<file path="src/distinct_nonzero_count_assert.svh">
// ----------------------------------------------------------------------------
// Assertion macros for the distinct nonzero count block
// Shorthand for clocked implications checked outside reset.
// ----------------------------------------------------------------------------
`ifndef DISTINCT_NONZERO_COUNT_ASSERT_SVH
`define DISTINCT_NONZERO_COUNT_ASSERT_SVH

// Same-cycle implication.
`define DNC_ASSERT_NOW(lbl, ante, cons, msg) \
  lbl: assert property (@(posedge clk_i) disable iff (!rst_ni) (ante) |-> (cons)) \
    else $error(msg);

// Next-cycle implication.
`define DNC_ASSERT_NEXT(lbl, ante, cons, msg) \
  lbl: assert property (@(posedge clk_i) disable iff (!rst_ni) (ante) |=> (cons)) \
    else $error(msg);

`endif

</file>
<file path="src/dnc_pkg.sv">
// ----------------------------------------------------------------------------
// dnc_pkg
// Sizes, types and state codes shared by the distinct nonzero count block.
// ----------------------------------------------------------------------------
package dnc_pkg;

  localparam int unsigned MAX_DISTINCT    = 64;
  localparam int unsigned LEVEL_WIDTH     = 16;
  localparam int unsigned IN_WIDTH        = 16;
  localparam int unsigned COUNT_OUT_WIDTH = 7;
  localparam int unsigned STORE_WIDTH     = (LEVEL_WIDTH < IN_WIDTH) ? LEVEL_WIDTH : IN_WIDTH;
  localparam int unsigned COUNT_WIDTH     = $clog2(MAX_DISTINCT + 1);

  typedef logic [STORE_WIDTH-1:0] level_t;
  typedef logic [COUNT_WIDTH-1:0] count_t;

  typedef struct packed {
    logic hit;
    logic claim;
  } cell_stat_t;

  typedef struct packed {
    logic hit;
    logic claim;
    logic full;
  } chain_stat_t;

  typedef enum logic [1:0] {
    ST_IDLE,
    ST_SEARCH,
    ST_EMIT
  } state_e;

endpackage

</file>
<file path="src/dnc_cell.sv">
// ----------------------------------------------------------------------------
// dnc_cell
// One storage cell: holds a value and its valid bit, checks the probe when
// the token arrives and either reports a hit, claims itself, or passes on.
// ----------------------------------------------------------------------------
module dnc_cell import dnc_pkg::*; (
  input  logic       clk_i,
  input  logic       rst_ni,
  input  logic       clear_i,
  input  level_t     probe_i,
  input  logic       token_i,
  output logic       token_o,
  output cell_stat_t stat_o
);

  logic   token_q, token_d;
  logic   valid_q, valid_d;
  level_t value_q;
  logic   match;

  assign match        = valid_q && (value_q == probe_i);
  assign stat_o.hit   = token_q && match;
  assign stat_o.claim = token_q && !valid_q;
  assign token_o      = token_q && valid_q && !match;
  assign token_d      = token_i;

  always_comb begin
    valid_d = valid_q;
    if (clear_i) begin
      valid_d = 1'b0;
    end else if (stat_o.claim) begin
      valid_d = 1'b1;
    end
  end

  always_ff @(posedge clk_i or negedge rst_ni) begin
    if (!rst_ni) begin
      token_q <= 1'b0;
      valid_q <= 1'b0;
    end else begin
      token_q <= token_d;
      valid_q <= valid_d;
    end
  end

  always_ff @(posedge clk_i) begin
    if (stat_o.claim) begin
      value_q <= probe_i;
    end
  end

endmodule

</file>
<file path="src/dnc_chain.sv">
// ----------------------------------------------------------------------------
// dnc_chain
// Row of storage cells linked by the search token. Collects the cell
// responses and flags a token that walked off the end of a full row.
// ----------------------------------------------------------------------------
module dnc_chain import dnc_pkg::*; (
  input  logic        clk_i,
  input  logic        rst_ni,
  input  logic        clear_i,
  input  logic        start_i,
  input  level_t      probe_i,
  output chain_stat_t stat_o
);

  logic [MAX_DISTINCT:0]   token;
  logic [MAX_DISTINCT-1:0] hit;
  logic [MAX_DISTINCT-1:0] claim;

  assign token[0] = start_i;

  for (genvar i = 0; i < MAX_DISTINCT; i++) begin : g_cell
    cell_stat_t cstat;

    dnc_cell u_cell (
      .clk_i   (clk_i),
      .rst_ni  (rst_ni),
      .clear_i (clear_i),
      .probe_i (probe_i),
      .token_i (token[i]),
      .token_o (token[i+1]),
      .stat_o  (cstat)
    );

    assign hit[i]   = cstat.hit;
    assign claim[i] = cstat.claim;
  end

  assign stat_o.hit   = |hit;
  assign stat_o.claim = |claim;
  assign stat_o.full  = token[MAX_DISTINCT];

endmodule

</file>
<file path="src/distinct_nonzero_count.sv">
// ----------------------------------------------------------------------------
// distinct_nonzero_count
// Counts the distinct nonzero values of a group, one value per transfer.
// ----------------------------------------------------------------------------
// Timing: a zero value is taken without a search; a nonzero value is held
// while the token walks to the matching or first free cell, or off the end
// of a full store. The last value of a group then loads the result register,
// waiting while an earlier result is still held.
// Throughput is one value per search, the token walking one cell a cycle.
// Reset is asynchronous and active low and empties the store at once.
// ----------------------------------------------------------------------------
module distinct_nonzero_count import dnc_pkg::*; (
  input  logic                       clk_i,
  input  logic                       rst_ni,
  input  logic [IN_WIDTH-1:0]        level_i,
  input  logic                       last_i,
  input  logic                       in_valid_i,
  output logic                       in_ready_o,
  output logic [COUNT_OUT_WIDTH-1:0] distinct_count_o,
  output logic                       overflow_o,
  output logic                       out_valid_o,
  input  logic                       out_ready_i
);

`include "distinct_nonzero_count_assert.svh"

  // The store is a row of cells. Each new value is held in probe_q while a
  // token enters the first cell and moves one cell per cycle. Valid cells
  // fill from the front, so the token either meets the value, reaches the
  // first free cell and stores it there, or drops off a full row.

  state_e      state_q, state_d;
  level_t      probe_q;
  level_t      level_in;
  logic        last_q;
  count_t      count_q, count_d;
  logic        ovf_q, ovf_d;
  chain_stat_t stat;

  logic        accept;
  logic        start;
  logic        emit;
  logic        slot_free;
  logic        done;

  // Result register: the next group can start while a result waits.
  logic                       out_valid_q, out_valid_d;
  logic [COUNT_OUT_WIDTH-1:0] out_count_q;
  logic                       out_ovf_q;

  assign level_in  = level_i[STORE_WIDTH-1:0];
  assign accept    = in_valid_i && in_ready_o;
  assign slot_free = !out_valid_q || out_ready_i;
  assign done      = stat.hit || stat.claim || stat.full;

  dnc_chain u_chain (
    .clk_i   (clk_i),
    .rst_ni  (rst_ni),
    .clear_i (emit),
    .start_i (start),
    .probe_i (probe_q),
    .stat_o  (stat)
  );

  // Next state.
  always_comb begin
    state_d = state_q;
    case (state_q)
      ST_IDLE: begin
        if (in_valid_i) begin
          if (level_in != '0) begin
            state_d = ST_SEARCH;
          end else if (last_i) begin
            state_d = ST_EMIT;
          end
        end
      end
      ST_SEARCH: begin
        if (done) begin
          state_d = last_q ? ST_EMIT : ST_IDLE;
        end
      end
      ST_EMIT: begin
        if (slot_free) begin
          state_d = ST_IDLE;
        end
      end
      default: state_d = ST_IDLE;
    endcase
  end

  // State outputs.
  always_comb begin
    in_ready_o = 1'b0;
    start      = 1'b0;
    emit       = 1'b0;
    case (state_q)
      ST_IDLE: begin
        in_ready_o = 1'b1;
        start      = in_valid_i && (level_in != '0);
      end
      ST_SEARCH: begin
      end
      ST_EMIT: begin
        emit = slot_free;
      end
      default: begin
      end
    endcase
  end

  // Group counters: the group is cleared when its result is loaded.
  always_comb begin
    count_d = count_q;
    ovf_d   = ovf_q;
    if (emit) begin
      count_d = '0;
      ovf_d   = 1'b0;
    end else if (state_q == ST_SEARCH) begin
      if (stat.claim) begin
        count_d = count_q + count_t'(1);
      end
      if (stat.full) begin
        ovf_d = 1'b1;
      end
    end
  end

  always_comb begin
    out_valid_d = out_valid_q;
    if (emit) begin
      out_valid_d = 1'b1;
    end else if (out_ready_i) begin
      out_valid_d = 1'b0;
    end
  end

  always_ff @(posedge clk_i or negedge rst_ni) begin
    if (!rst_ni) begin
      state_q     <= ST_IDLE;
      count_q     <= '0;
      ovf_q       <= 1'b0;
      out_valid_q <= 1'b0;
    end else begin
      state_q     <= state_d;
      count_q     <= count_d;
      ovf_q       <= ovf_d;
      out_valid_q <= out_valid_d;
    end
  end

  always_ff @(posedge clk_i) begin
    if (accept) begin
      probe_q <= level_in;
      last_q  <= last_i;
    end
    if (emit) begin
      out_count_q <= COUNT_OUT_WIDTH'(count_q);
      out_ovf_q   <= ovf_q;
    end
  end

  assign distinct_count_o = out_count_q;
  assign overflow_o       = out_ovf_q;
  assign out_valid_o      = out_valid_q;

  // Loading a result leaves the group counters empty.
  `DNC_ASSERT_NEXT(a_emit_clears, emit, (count_q == '0) && !ovf_q, "group not cleared")
  // A claimed cell adds exactly one to the count.
  `DNC_ASSERT_NEXT(a_claim_counts, (state_q == ST_SEARCH) && stat.claim,
                   count_q == count_t'($past(count_q) + count_t'(1)), "claim not counted")
  // Overflow can only be flagged once every cell is in use.
  `DNC_ASSERT_NOW(a_ovf_full, ovf_q, count_q == count_t'(MAX_DISTINCT), "overflow early")

endmodule

</file>
<file path="config.mk">
export PLATFORM = sky130hd
export DESIGN_NAME = distinct_nonzero_count
export DESIGN_NICKNAME = d
export VERILOG_FILES = /design/src/dnc_pkg.sv /design/src/dnc_cell.sv /design/src/dnc_chain.sv /design/src/distinct_nonzero_count.sv
export VERILOG_INCLUDE_DIRS = /design/src /design/src/src
export SDC_FILE = /design/constraint.sdc
export NUM_CORES = 2
export LEC_CHECK = 0
export BUFFER_PORTS_ARGS = -buffer_cell sky130_fd_sc_hd__buf_2
export CORE_UTILIZATION = 25
export DETAILED_ROUTE_END_ITERATION = 6
export GPL_TIMING_DRIVEN = 0
export HOLD_SLACK_MARGIN = 0.03
export SYNTH_ARGS = -nofsm -noshare
export SYNTH_HDL_FRONTEND = slang
export SYNTH_SLANG_ARGS = --single-unit
</file>
<file path="constraint.sdc">
create_clock -name clk_i -period 7.9 [get_ports clk_i]
set_clock_uncertainty 0.15 [all_clocks]
set_input_delay 1.58 -clock clk_i [delete_from_list [all_inputs] [get_ports clk_i]]
set_output_delay 1.58 -clock clk_i [all_outputs]
set_load 0.1 [all_outputs]
</file>
== After elaboration in Yosys (flattened, before gate mapping) ==
Cells that the tools add are included.

* Bits in latches: 0
* Logic and storage cells: 946
* Bits of input ports: 21
* ROM bits: 0
* Output and inout port bits: 10
* Memories kept: 0
* Memory bits (writable): 0
* Register bits after elaboration: 1188

* Shift-type cells: 0
* Add/subtract/negate cells: 1
* Divide/modulo/power cells: 0
* Bitwise gates (word level): 0
* Eq/ne operators: 70
* $mul: 0
* Reductions and logical operators: 529
* Mux-type cells: 146
* Order comparisons: 0

{| class="wikitable"
|+ Operators with widths
! kind !! count
|-
| $eq A16 B16 Y1 || 64
|-
| $logic_and A1 B1 Y1 || 322
|-
| $mux W1 || 136
|-
| $reduce_bool A2 Y1 || 68
|-
| $logic_not A1 Y1 || 129
|-
| $reduce_or A64 Y1 || 2
|-
| $mux W7 || 3
|-
| $reduce_bool A16 Y1 || 1
|-
| $mux W2 || 6
|-
| $add A7 B1 Y7 const B || 1
|-
| $ne A2 B2 Y1 const B || 3
|-
| $pmux W2 S3 || 1
|-
| $reduce_and A2 Y1 || 2
|-
| $reduce_and A4 Y1 || 1
|-
| $logic_or A1 B1 Y1 || 3
|-
| $ne A3 B3 Y1 const B || 1
|-
| $eq A2 B1 Y1 const B || 1
|-
| $eq A2 B2 Y1 const B || 1
|-
| $logic_not A2 Y1 || 1
|}

== Depth between registers and ports, before layout ==
* Depth in word-level cells: 8
* Depth in mapped cells: 11
* Gate-level depth less buffers: 8

== Hierarchy ==
From an unflattened synthesis, not the netlist that was laid out.

* Cell total of the unflattened synthesis: 3008
* Area total of the unflattened synthesis: 48958.2 µm²

{| class="wikitable"
|+ By module, submodules not included
! module !! area each (µm²) !! sequential area each (µm²) !! cells an instance !! instances
|-
| dnc_cell || 739.5 || 530.5 || 45 || 64
|-
| distinct_nonzero_count || 1347.5 || 1026.0 || 85 || 1
|-
| dnc_chain || 285.3 || 0.0 || 43 || 1
|}

== Least setup slack after synthesis ==
No wires, ideal clock.

* Path kind: flip-flop to output port
* Start point: reg state_q[1]
* End point: out in_ready_o
* Data required time: 6.170 ns
* Path slack: 4.509 ns
* Path buffers: 0
* Data arrival time: 1.661 ns
* Stages on the path, launching flop included: 2
* Cells stage by stage: dfrtp_1 -> nor2_1

* Word-level cells in the longest chain between the ends: 2

{| class="wikitable"
|+ RTL lines
! item !! line !! text
|-
| start: declaration || distinct_nonzero_count.sv:32 || <nowiki>state_e state_q, state_d;</nowiki>
|-
| start signal: assignment || distinct_nonzero_count.sv:145 || <nowiki>state_q <= state_d;</nowiki>
|-
| $logic_not A2 Y1 || distinct_nonzero_count.sv:97 || <nowiki>case (state_q)</nowiki>
|-
| $mux W1 || distinct_nonzero_count.sv:97 ||
|-
| end: declaration || distinct_nonzero_count.sv:18 || <nowiki>output logic in_ready_o,</nowiki>
|}

Every way passes these cells.

== Worst setup path after layout ==
* Start point: reg probe_q[7]
* End point: reg state_q[1]

* Word-level cells in the longest chain between the ends: 8
* Elaborated cells on any way between the ends: 199
* Those cells by class: 65 x eq/ne; 134 x reduce/logical

{| class="wikitable"
|+ RTL lines
! item !! line !! text
|-
| start: declaration || distinct_nonzero_count.sv:33 || <nowiki>level_t probe_q;</nowiki>
|-
| start signal: assignment || distinct_nonzero_count.sv:154 || <nowiki>probe_q <= level_in;</nowiki>
|-
| $eq A16 B16 Y1 || dnc_cell.sv:21 || <nowiki>assign match = valid_q && (value_q == probe_i);</nowiki>
|-
| $logic_and A1 B1 Y1 || dnc_cell.sv:21 ||
|-
| $logic_and A1 B1 Y1 || dnc_cell.sv:22 || <nowiki>assign stat_o.hit = token_q && match;</nowiki>
|-
| $reduce_or A64 Y1 || dnc_chain.sv:38 || <nowiki>assign stat_o.hit = |hit;</nowiki>
|-
| $logic_or A1 B1 Y1 || distinct_nonzero_count.sv:54 || <nowiki>assign done = stat.hit || stat.claim || stat.full;</nowiki>
|-
| $logic_or A1 B1 Y1 (*) || distinct_nonzero_count.sv:54 ||
|-
| $ne A2 B2 Y1 (no source line) (*) || -- ||
|-
| $reduce_and A4 Y1 (no source line) (*) || -- ||
|}

Every way passes the cells marked *; elsewhere a longest branch is shown, timed or not.
A chain may end at the register's enable or synchronous reset.

==> reports/metrics.cfg <==
[final_layout]
layout-drive-gt1-share_pct = 13.8
regArea_um2 = 35000
final_common_cell = edfxtp_1
multi_input_area_um2 = 13600
n_fill_cell = 19300
nNetsFinal = 3444
final_cell_mix = edfxtp_1 (1049), xnor2_1 (870), nand4_1 (199)
syn2layout_area_growth_pct = 20.2
final_cells = 6167

[place]
place_ws_ps = 2690
io_buffers = 30
place_inst = 5944
place_hpwl_mm = 102
gp_congestion = 0.835

[worst_setup_path]
crit_slowest_cell = edfxtp_1
cp-startpoint = probe_q[7]
end_kind = flop
r2r_setup_slack_ps = 2600
path_delay_family = buffers and inverters
startpoint_type = flop
path_cells = buf_16 -> buf_16 -> buf_16 -> buf_6 -> buf_4 -> buf_4 -> xnor2_1 -> nand4_1 -> nor4_1 -> a32oi_1 -> o211a_1 -> nand4_1 -> nor4_1 -> o21ba_1
path_depth = 14
cp_max_fo = 12
critPathMostFrequentCell = buf_16
critical_path_class = reg -> reg
crit_path_max_incr_delay_ps = 850
cp.arrival_ps = 5770
cp.required_ps = 8370
r2r-start = probe_q[7]
crit_end = state_q[1]
r2r_cells = 14
worstReg2RegEnd = state_q[1]
cp_num_buf_inv = 6

[yosys]
async_flop_share_pct = 11.7
synth_top_area_share_pct = 63.5
post_synth_main_area_contributors = edfxtp_1 (64%), xnor2_1 (15%), dfrtp_1 (7.0%)
synth_top_area_cell = edfxtp_1
syn_avg_cell_area_um2 = 15.7
synth_cell_types = 44
synth_flop_cell = edfxtp_1
syn_inst = 3164
ys_ff_latch = 1188
ys_warn_count = 0
netlist_area_um2 = 49600
syn_nets = 3186
yosysSeqAreaShare_pct = 70.5
synth_edf_count = 1049

[floorplan]
num_rows = 163
fp.coreArea_um2 = 197000
io_pins = 31
die_h_um = 447
die_area_um2 = 200000
die_x_um = 447
initial_utilization_pct = 25.1

[run]
maxCapViolations = 2

[detailed_routing]
drt-vias-per-instance = 4.57
routed_wirelength_mm = 156
vias = 28200
drc = 0
firstDrtPassIters = 6
drtIter0Drc = 3352
postRouteAntennaNets = 0
routedWlPerCell_um = 25.3

[timing]
hold_violations = 0
maxSlewHeadroom_pct = -3.68
fin_ws_ps = 2600
worst_pin_slew_ps = 1540
slew_violations = 6
max_freq_mhz = 189
rsz0062_at_grt = false
setup_viol = 0
timing.final.crit_period_ps = 5300
setup_tns_ps = 0
fin_crit_sh_pct = 67.1

[pwr]
powerDensity_nw_per_um2 = 277
power_uw = 16500
p_leak_uw = 0.0191
peakVddDrop_mv = 0.211

[clock_tree]
clk_latency_ps = 760
clockRootBuffer = clkbuf_16
clock_path_buffers = 3
htreeDepth = 3
cts_tree = yes
cts_resized = 0
cts_sinks = 1188
cts.clk_slew.worst_paths_ps = 70
ctsHoldBuffers = 0
cts_setup_buffers = 0
tritoncts.num_buffers = 116

[outcome]
status = finished with violations
violations = capacitance limit, slew limit

[grt]
overflow = 0
antenna_found_initial = 4
grt_pass1_wl_mm = 214
grt_usage_pct = 15.3
grt_max_degree = 72
grt_pass1_vias = 27100

[worst_hold_path]
min-delay-path-class = reg -> reg

[power breakdown]
part | leakage [uW] | internal, uW | switching [uW]
clock network | 0.00188 | 3120 | 2490
logic | 0.00581 | 1270 | 2250
registers | 0.0114 | 7210 | 157
total | 0.0191 | 11600 | 4900
[worst min path at each step]
stage	from	end	slack [ps]	cells past startpoint
finish	count_q[6]	distinct_count_o[6]	320	0
CTS	count_q[6]	distinct_count_o[6]	330	0
detailed placement	ovf_q	overflow_o	280	0
global route	count_q[6]	distinct_count_o[6]	330	0
floorplan	ovf_q	overflow_o	270	0
global placement	ovf_q	overflow_o	280	0
[state kept, by name, indices dropped and copies added, names as in the netlist, 2 cells and up]
name / count
u_chain.g_cell.u_cell.value_q: 1024
u_chain.g_cell.u_cell.token_q: 64
u_chain.g_cell.u_cell.valid_q: 64
probe_q: 16
count_q: 7
distinct_count_o: 7
state_q: 2
[layout make-up]
cell class                      instances  share of cell area (%)
Antenna cell                            1                 0.00420
Buffer                                120                    1.76
Clock buffer                          155                    5.30
Clock inverter                         67                    1.14
Inverter                               21                   0.132
Multi-Input combinational cell       1835                    22.9
Sequential cell                      1188                    58.7
Tap cell                             2640                    5.54
Timing Repair Buffer                  140                    4.50
[Yosys cell counts, drive strengths merged, types with 2 or more instances]
cell	count
o2111ai	2
or4	3
o21ba	2
nor4	93
o21ai	4
edfxtp	1049
a211oi	2
or3	2
nor2b	76
nand2	60
buf	112
dfrtp	139
nand3b	2
o2111a	5
o211a	2
a21oi	4
clkbuf	8
and2	12
inv	21
and3	59
and4	2
nand4	199
nor2	151
nand3	70
xor2	155
xnor2	870
nand2b	4
nor3	36
a32oi	10
[stage by stage]
| stage | hold slack [ps] | area (um2) | utilization [%] |
|---|---|---|---|
| after floorplan | 266 | 49600 | - |
| after global placement | 275 | 53000 | 26.9 |
| after detailed placement | 284 | 55700 | 28.2 |
| after CTS | 325 | 59600 | 30.2 |
| after global routing | 334 | 59600 | 30.2 |
| final | 321 | 59600 | 30.2 |
[layer usage]
layer,vias up,global-route usage [%],wire (um)
met5,-,0,0
met4,0,5.79,5980
met3,232,2.10,10900
met2,1226,25.1,74000
met1,14700,20.4,64800
li1,12000,-,-
[logic make-up (layout without fill, tap and decap cells)]
group,Yosys count,after routing,synth area share (%)
and+or+nand+nor,774,774,8.48
other,0,1,0
AOI/OAI and AO/OA,35,35,0.575
xor gates and xnor gates,1025,1025,18.1
buffers and inverters,141,503,2.27
DFF,1188,1188,70.5
adders and majority gates,1,1,0.0252
Note: power is estimated with default switching activity, not from simulation.
